--- config.mk ---
export PLATFORM = sky130hd
export DESIGN_NAME = float_ulp_tolerance_compare
export DESIGN_NICKNAME = d
export VERILOG_FILES = /design/src/hdl/ftc_pkg.sv /design/src/hdl/ftc_decode.sv /design/src/hdl/ftc_diff.sv /design/src/hdl/ftc_decide.sv /design/src/hdl/float_ulp_tolerance_compare.sv
export SDC_FILE = /design/constraint.sdc
export NUM_CORES = 1
export LEC_CHECK = 0
export ABC_AREA = 1
export BUFFER_PORTS_ARGS = -buffer_cell sky130_fd_sc_hd__buf_4
export CORE_MARGIN = 4
export CORE_UTILIZATION = 55
export CTS_CLUSTER_SIZE = 24
export DETAILED_ROUTE_END_ITERATION = 7
export PLACE_DENSITY_LB_ADDON = 0.15
export RECOVER_POWER = 25
export SLEW_MARGIN = 0
export SYNTH_ARGS = -nofsm -noshare
export SYNTH_HDL_FRONTEND = slang
export SYNTH_SLANG_ARGS = --single-unit
--- constraint.sdc ---
create_clock -name i_clk -period 5.84 [get_ports i_clk]
set_clock_uncertainty 0.15 [all_clocks]
set_input_delay 0.584 -clock i_clk [delete_from_list [all_inputs] [get_ports i_clk]]
set_output_delay 0.584 -clock i_clk [all_outputs]
set_load 0.01 [all_outputs]
--- src/hdl/ftc_pkg.sv ---
// Shared types and constants for the ULP-tolerant float compare pipeline.
// Used by every module under hdl; depends on nothing.
package ftc_pkg;

    localparam int unsigned OP_W  = 64;
    localparam int unsigned MAG_W = 63;
    localparam int unsigned TOL_W = 63;
    localparam int unsigned ACT_W = 3;

    localparam logic [22:0] SP_MANT_MASK = 23'((1 << 23) - 1);
    localparam logic [30:0] SP_INF_MAG   = 31'h7F80_0000;
    localparam logic [62:0] DP_INF_MAG   = 63'h7FF0_0000_0000_0000;
    localparam logic [TOL_W-1:0] SP_TOL_MAX  = 63'h0000_0000_7FFF_FFFF;
    localparam logic [TOL_W-1:0] TOL_RESET   = 63'd4;

    typedef enum logic [ACT_W-1:0] {
        ACT_EQ = 3'd0,
        ACT_LT = 3'd1,
        ACT_LE = 3'd2,
        ACT_GT = 3'd3,
        ACT_GE = 3'd4
    } t_action;

    typedef struct packed {
        logic              valid;
        logic              nan;
        logic              exact;
        logic              zero;
        logic              sa;
        logic              sb;
        logic [MAG_W-1:0]  ma;
        logic [MAG_W-1:0]  mb;
        logic [TOL_W-1:0]  tol;
        logic [ACT_W-1:0]  act;
    } t_s1;

    typedef struct packed {
        logic              valid;
        logic              nan;
        logic              exact;
        logic              zero;
        logic              sa;
        logic              sb;
        logic              mag_eq;
        logic              mag_lt;
        logic [MAG_W-1:0]  ulp_gap;
        logic [TOL_W-1:0]  tol;
        logic [ACT_W-1:0]  act;
    } t_s2;

endpackage

--- src/hdl/ftc_decode.sv ---
// Stage 1: precision select, field split, NaN/infinity/sign-class flags, tolerance clamp.
// Depends on ftc_pkg.
module ftc_decode (
    input  logic                       i_clk,
    input  logic                       i_rst_n,
    input  logic                       i_valid,
    input  logic [ftc_pkg::OP_W-1:0]   i_operand_a,
    input  logic [ftc_pkg::OP_W-1:0]   i_operand_b,
    input  logic                       i_is_double,
    input  logic [ftc_pkg::ACT_W-1:0]  i_action,
    input  logic [ftc_pkg::TOL_W-1:0]  i_tol,
    output ftc_pkg::t_s1               o_s1
);
    import ftc_pkg::*;

    t_s1  r_s1;
    t_s1  n_s1;
    logic a_inf, b_inf, a_nan, b_nan;

    always_comb begin
        n_s1.valid = i_valid;
        n_s1.act   = i_action;
        if (i_is_double) begin
            n_s1.sa  = i_operand_a[63];
            n_s1.sb  = i_operand_b[63];
            n_s1.ma  = i_operand_a[62:0];
            n_s1.mb  = i_operand_b[62:0];
            n_s1.tol = i_tol;
            a_inf    = i_operand_a[62:0] == DP_INF_MAG;
            b_inf    = i_operand_b[62:0] == DP_INF_MAG;
            a_nan    = (&i_operand_a[62:52]) && (|i_operand_a[51:0]);
            b_nan    = (&i_operand_b[62:52]) && (|i_operand_b[51:0]);
        end else begin
            n_s1.sa  = i_operand_a[31];
            n_s1.sb  = i_operand_b[31];
            n_s1.ma  = {32'd0, i_operand_a[30:0]};
            n_s1.mb  = {32'd0, i_operand_b[30:0]};
            n_s1.tol = (i_tol > SP_TOL_MAX) ? SP_TOL_MAX : i_tol;
            a_inf    = i_operand_a[30:0] == SP_INF_MAG;
            b_inf    = i_operand_b[30:0] == SP_INF_MAG;
            a_nan    = (&i_operand_a[30:23]) && (|(i_operand_a[22:0] & SP_MANT_MASK));
            b_nan    = (&i_operand_b[30:23]) && (|(i_operand_b[22:0] & SP_MANT_MASK));
        end
        n_s1.nan   = a_nan || b_nan;
        n_s1.exact = a_inf || b_inf || (n_s1.sa != n_s1.sb);
        n_s1.zero  = (n_s1.ma == '0) && (n_s1.mb == '0);
    end

    always_ff @(posedge i_clk) begin
        if (!i_rst_n) begin
            r_s1.valid <= 1'b0;
        end else begin
            r_s1.valid <= n_s1.valid;
        end
        r_s1.nan   <= n_s1.nan;
        r_s1.exact <= n_s1.exact;
        r_s1.zero  <= n_s1.zero;
        r_s1.sa    <= n_s1.sa;
        r_s1.sb    <= n_s1.sb;
        r_s1.ma    <= n_s1.ma;
        r_s1.mb    <= n_s1.mb;
        r_s1.tol   <= n_s1.tol;
        r_s1.act   <= n_s1.act;
    end

    assign o_s1 = r_s1;

endmodule

--- src/hdl/ftc_diff.sv ---
// Stage 2: magnitude subtraction in both directions, absolute distance and order.
// Depends on ftc_pkg.
module ftc_diff (
    input  logic          i_clk,
    input  logic          i_rst_n,
    input  ftc_pkg::t_s1  i_s1,
    output ftc_pkg::t_s2  o_s2
);
    import ftc_pkg::*;

    t_s2            r_s2;
    t_s2            n_s2;
    logic [MAG_W:0] d_ab;
    logic [MAG_W:0] d_ba;

    always_comb begin
        d_ab        = {1'b0, i_s1.ma} - {1'b0, i_s1.mb};
        d_ba        = {1'b0, i_s1.mb} - {1'b0, i_s1.ma};
        n_s2.valid  = i_s1.valid;
        n_s2.nan    = i_s1.nan;
        n_s2.exact  = i_s1.exact;
        n_s2.zero   = i_s1.zero;
        n_s2.sa     = i_s1.sa;
        n_s2.sb     = i_s1.sb;
        n_s2.tol    = i_s1.tol;
        n_s2.act    = i_s1.act;
        n_s2.mag_lt = d_ab[MAG_W];
        n_s2.mag_eq = d_ab == '0;
        n_s2.ulp_gap = d_ab[MAG_W] ? d_ba[MAG_W-1:0] : d_ab[MAG_W-1:0];
    end

    always_ff @(posedge i_clk) begin
        if (!i_rst_n) begin
            r_s2.valid <= 1'b0;
        end else begin
            r_s2.valid <= n_s2.valid;
        end
        r_s2.nan     <= n_s2.nan;
        r_s2.exact   <= n_s2.exact;
        r_s2.zero    <= n_s2.zero;
        r_s2.sa      <= n_s2.sa;
        r_s2.sb      <= n_s2.sb;
        r_s2.mag_eq  <= n_s2.mag_eq;
        r_s2.mag_lt  <= n_s2.mag_lt;
        r_s2.ulp_gap <= n_s2.ulp_gap;
        r_s2.tol     <= n_s2.tol;
        r_s2.act     <= n_s2.act;
    end

    assign o_s2 = r_s2;

endmodule

--- src/hdl/ftc_decide.sv ---
// Stage 3: tolerance compare, exact/tolerant relation and action select into the result register.
// Depends on ftc_pkg.
module ftc_decide (
    input  logic          i_clk,
    input  logic          i_rst_n,
    input  ftc_pkg::t_s2  i_s2,
    output logic          o_valid,
    output logic          o_verdict
);
    import ftc_pkg::*;

    logic r_valid;
    logic r_verdict;
    logic n_verdict;
    logic close, lt, eq, lt_x, gt_x;

    always_comb begin
        close = i_s2.ulp_gap <= i_s2.tol;
        lt    = i_s2.sa ? (!i_s2.mag_lt && !i_s2.mag_eq) : i_s2.mag_lt;
        if (i_s2.zero) begin
            eq   = 1'b1;
            lt_x = 1'b0;
        end else begin
            eq   = (i_s2.sa == i_s2.sb) && i_s2.mag_eq;
            lt_x = (i_s2.sa != i_s2.sb) ? i_s2.sa : lt;
        end
        gt_x = !eq && !lt_x;
        n_verdict = 1'b0;
        if (!i_s2.nan) begin
            if (i_s2.exact) begin
                case (t_action'(i_s2.act))
                    ACT_EQ:  n_verdict = eq;
                    ACT_LT:  n_verdict = lt_x;
                    ACT_LE:  n_verdict = lt_x || eq;
                    ACT_GT:  n_verdict = gt_x;
                    ACT_GE:  n_verdict = gt_x || eq;
                    default: n_verdict = 1'b0;
                endcase
            end else begin
                case (t_action'(i_s2.act))
                    ACT_EQ:  n_verdict = close;
                    ACT_LT:  n_verdict = !close && lt;
                    ACT_LE:  n_verdict = close || lt;
                    ACT_GT:  n_verdict = !close && !lt;
                    ACT_GE:  n_verdict = close || !lt;
                    default: n_verdict = 1'b0;
                endcase
            end
        end
    end

    always_ff @(posedge i_clk) begin
        if (!i_rst_n) begin
            r_valid <= 1'b0;
        end else begin
            r_valid <= i_s2.valid;
        end
        r_verdict <= n_verdict;
    end

    assign o_valid   = r_valid;
    assign o_verdict = r_verdict;

endmodule

--- src/hdl/float_ulp_tolerance_compare.sv ---
// Top level of the ULP-tolerant float compare: APB tolerance register and three-stage pipeline.
// Depends on ftc_pkg, ftc_decode, ftc_diff and ftc_decide.
//
// One item is taken every clock cycle; busy stays low. The verdict for an item shows on
// o_verdict with o_verdict_valid high for one cycle, after the item has passed the decode,
// subtract and decide register stages in that order. Results come out in item order and the
// receiver cannot stall them. Write ulp_tolerance at byte address 0 (64-bit data, bit 63
// ignored) only while no items are in flight.
module float_ulp_tolerance_compare (
    input  logic                       i_clk,
    input  logic                       i_rst_n,
    input  logic                       start,
    output logic                       busy,
    input  logic [ftc_pkg::OP_W-1:0]   i_operand_a,
    input  logic [ftc_pkg::OP_W-1:0]   i_operand_b,
    input  logic                       i_is_double,
    input  logic [ftc_pkg::ACT_W-1:0]  i_action,
    output logic                       o_verdict_valid,
    output logic                       o_verdict,
    input  logic                       psel,
    input  logic                       penable,
    input  logic                       pwrite,
    input  logic [3:0]                 paddr,
    input  logic [63:0]                pwdata,
    output logic [63:0]                prdata,
    output logic                       pready
);
    import ftc_pkg::*;

    logic [TOL_W-1:0] r_tol;
    logic             cfg_wr;
    t_s1              s1;
    t_s2              s2;

    assign pready = 1'b1;
    assign busy   = 1'b0;
    assign cfg_wr = psel && penable && pwrite && pready && !paddr[3];
    assign prdata = paddr[3] ? 64'd0 : {1'b0, r_tol};

    always_ff @(posedge i_clk) begin
        if (!i_rst_n) begin
            r_tol <= TOL_RESET;
        end else if (cfg_wr) begin
            r_tol <= pwdata[TOL_W-1:0];
        end
    end

    ftc_decode u_decode (
        .i_clk       (i_clk),
        .i_rst_n     (i_rst_n),
        .i_valid     (start && !busy),
        .i_operand_a (i_operand_a),
        .i_operand_b (i_operand_b),
        .i_is_double (i_is_double),
        .i_action    (i_action),
        .i_tol       (r_tol),
        .o_s1        (s1)
    );

    ftc_diff u_diff (
        .i_clk   (i_clk),
        .i_rst_n (i_rst_n),
        .i_s1    (s1),
        .o_s2    (s2)
    );

    ftc_decide u_decide (
        .i_clk     (i_clk),
        .i_rst_n   (i_rst_n),
        .i_s2      (s2),
        .o_valid   (o_verdict_valid),
        .o_verdict (o_verdict)
    );

endmodule
==> results.cfg <==
[outcome]
status = finished with violations
violations = DRC, capacitance limit, slew limit

[die]
die_w_um = 215
die_y_um = 215
core_mm2 = 0.0422
die_area_mm2 = 0.0464
start_util_pct = 56.0
rows = 75
ios = 274

[routing]
firstDrtPassIters = 8
routed_wl_mm = 80.0
first_iter_violations = 2115
ant_nets = 0
routedWlPerCell_um = 17.9
avgViaCountPerCell = 5.20
drc_errors = 4
dr_total_vias = 23300

[power]
peakVddDrop_uv = 295
clkPwrFrac_pct = 32.4
powerDensity_mw_per_mm2 = 279
p_leak_nw = 15.0
seq_power_share_pct = 39.9
comb_power_share_pct = 27.7
power_switching_mw = 2.65
p_int_mw = 5.18
switching_share_pct = 33.8

[place]
finalWeightedCongestion = 1.02
port_buffers = 266
place_ws_ns = 2.10
dp_hpwl_mm = 65.3

[critical_path]
arrival_ns = 4.12
crit_family = simple AND/OR/NAND/NOR gates
path_buf_inv = 3
worstSetupStartpoint = u_decode.o_s1[68]
setup.worst_path.end_class = flip-flop
start_kind = flip-flop
cp_max_fo = 66
max_stage_delay_ns = 0.55
cpMaxStageDelayCell = nand2_4
cp_cell_sequence = inv_1, ha_1, nand2_1, nand2_1, inv_1, nand2_1, nand2_1, nand2_1, nand2_2, nand2_2, nand2_2, nand2_2, nand3_2, nand2_4, inv_2, a31oi_1
ff2ff_setup_slack_ns = 1.97
r2r-end = u_diff.o_s2[122]
crit_required_ns = 6.09
path_depth = 16
setup.worst_path.end = u_diff.o_s2[122]
critical_path_class = reg2reg
r2r_start = u_decode.o_s1[68]
ff2ff_path_depth = 16
crit_top_cell = nand2_1

[layout]
insertedDiodeCount = 0
nNetsFinal = 4309
drive_gt1_share_pct = 11.2
syn_to_final_growth_pct = 18.4

[cts]
cts.sink_count = 400
cts_root_buf = clkbuf_16
clk_latency_ns = 0.58
htree_levels = 2
clockBufferDepth = 3
clk_pin_slew_worst_paths_ns = 0.06
postCtsSetupBuffers = 0
numCtsBuffers = 40
cts-resized-gates = 0
cts_tree = built

[logic_synthesis]
synth_seq_area_share_pct = 33.8
ys_warn_count = 0
synth_area_per_cell_um2 = 6.57
synth_xor_xnor_area_share_pct = 2.37
muxShareOfSynthArea_pct = 0.0846
syn_inst = 3603
synth_top_family_by_area = simple AND/OR/NAND/NOR gates
synth_seq_cells = 400
syn_area_mm2 = 0.0237
synthDominantCellAreaShare_pct = 33.8
yosys.area_share.simple_pct = 28.2
synth_area_leaders = dfxtp_1 34%, nand2_1 16%, inv_1 12%
synth-compound-area-share_pct = 12.1
synthDistinctLibCells = 49
yosys.area.top_type = dfxtp_1
synth-adder-area-share_pct = 10.1

[timing]
hold_viol = 0
finalSetupTns_ns = 0
relSlewSlack_pct = -49.5
fin_crit_sh_pct = 66.3
setup_viol = 0
max_slew.worst_pin.slew_ns = 2.24
max_freq_ghz = 0.258
slew_violations = 107
setup_ws_ns = 1.97
period_needed_ns = 3.87
rsz0062_at_grt = false

[run]
cap_violations = 2

[global_routing]
overflow = 0
grt_first_pass_wirelength_mm = 119
first_global_vias = 21500
track_usage_pct = 32.8
grt_start_max_net_pins = 67
antenna_found_initial = 1

[min_path]
whs_path_depth = 3
hp-class = in2reg
## area by class of cell
type                       instances  area (um^2)
clock buffer                      58         1140
clock inverter                    13          170
fill                            3818        14200
inverter                         755         2830
multi-input combinational       2381        12500
sequential                       400         8010
tap                              539          674
timing repair buffer             335         2670
## cells in the final DEF (no fill, tap or decap), types with 6 or more instances in the layout
cell type      netlist  layout
nand2_1            983     983
inv_1              727     726
dfxtp_1            400     400
a21oi_1            268     268
nor2_1             263     263
buf_4                9     261
o21ai_0            205     204
ha_1               188     188
nand3_1            131     131
dlygate4sd3_1        0      65
xor2_1              62      62
nand4_1             57      57
nor2_2              40      40
clkbuf_16            0      40
nor4_1              27      27
inv_2               24      25
nand2_2             25      25
nor3_1              16      16
o21ai_1             16      16
o211ai_1            14      14
clkbuf_1            45      14
nor2_4              13      13
o21bai_1            11      11
a21o_1               8       8
o21a_1               7       7
clkbuf_8             0       7
nand3b_1             6       6
clkbuf_4             0       6
## Yosys cell counts, drive strengths merged
cell / count
nand2b: 1
nor4b: 2
nor4: 27
xor2: 62
a21oi: 269
buf: 22
o311ai: 1
nand2: 1010
a41oi: 1
o211ai: 14
a21boi: 3
conb: 2
o21ai: 221
o22ai: 2
or2: 2
dfxtp: 400
xnor2: 2
and3: 4
clkbuf: 46
mux2i: 2
nand3b: 6
o31ai: 2
or3: 1
clkinv: 4
a21o: 8
inv: 751
ha: 188
a211oi: 1
and2: 1
o21a: 7
nand4: 57
fa: 2
a31oi: 4
nor2: 316
nor3: 19
nand3: 132
o21bai: 11
## registers in the layout, indices dropped and copies added, names as in the netlist
signal and flops:
u_decode.o_s1 198, u_diff.o_s2 137, r_tol 63, u_decide.o_valid 1
u_decide.o_verdict 1
## worst min path at each step
stage | start | endpoint | slack [ns]
2_1_floorplan | u_decode.o_s1[0] | u_diff.o_s2[0] | 0.16
3_3_place_gp | u_decode.o_s1[2] | u_diff.o_s2[2] | 0.16
3_5_place_dp | u_decode.o_s1[22] | u_diff.o_s2[22] | 0.16
4_1_cts | i_operand_b[36] | u_decode.o_s1[102] | 0.02
5_1_grt | i_operand_b[48] | u_decode.o_s1[114] | 0.05
6_report | i_operand_b[41] | u_decode.o_s1[107] | 0.05
## layer usage
layer  track usage (%)  vias up  routed length [um]
met4              11.0        0                2800
met5                 0        -                   0
li1                  -    11700                   -
met1              42.0    10500               33100
met2              57.1      839               38400
met3              4.37      166                5670
## worst reg2reg max path: cells and delay by family (launching register included)
family / cells / cell delay (ns)
AO/OA/AOI/OAI: 1 / 0.53
adder cells (fa/ha/maj): 1 / 0.45
buffers and inverters: 3 / 0.53
flip-flops: 1 / 0.38
AND/OR/NAND/NOR: 11 / 1.66
## stage by stage
step	total power, mW	area (um^2)	cells	utilization (%)	hold WS (ns)
after global routing	8.23	28000	4481	66.3	0.0500
after floorplan	4.51	23700	3604	-	0.160
after global placement	5.22	26100	4345	61.7	0.161
final	7.82	28000	4481	66.3	0.0456
after CTS	7.80	28000	4481	66.4	0.0239
after detailed placement	5.25	26100	4345	61.7	0.162
## logic make-up after synthesis
kind of cell,after synthesis
compound gates,544
xor+xnor,64
fa+ha+maj,190
buf+inv,823
flops,400
mux,2
other cells,2
simple gates,1578
## power by group through the flow
| stage | clock (mW) | sequential (mW) | combinational (mW) |
|---|---|---|---|
| global route | 2.69 | 3.14 | 2.40 |
| global placement | 0 | 3.17 | 2.04 |
| detailed placement | 0 | 3.18 | 2.07 |
| CTS | 2.56 | 3.12 | 2.13 |
| floorplan | 0 | 3.13 | 1.38 |
| finish | 2.53 | 3.12 | 2.17 |
## timing repair
| action | CTS | global route |
|---|---|---|
| hold endpoints to repair | 65 | 0 |
| setup endpoints to repair | 0 | 0 |
| hold buffers | 65 | 0 |
(Power assumes the default switching activity.)
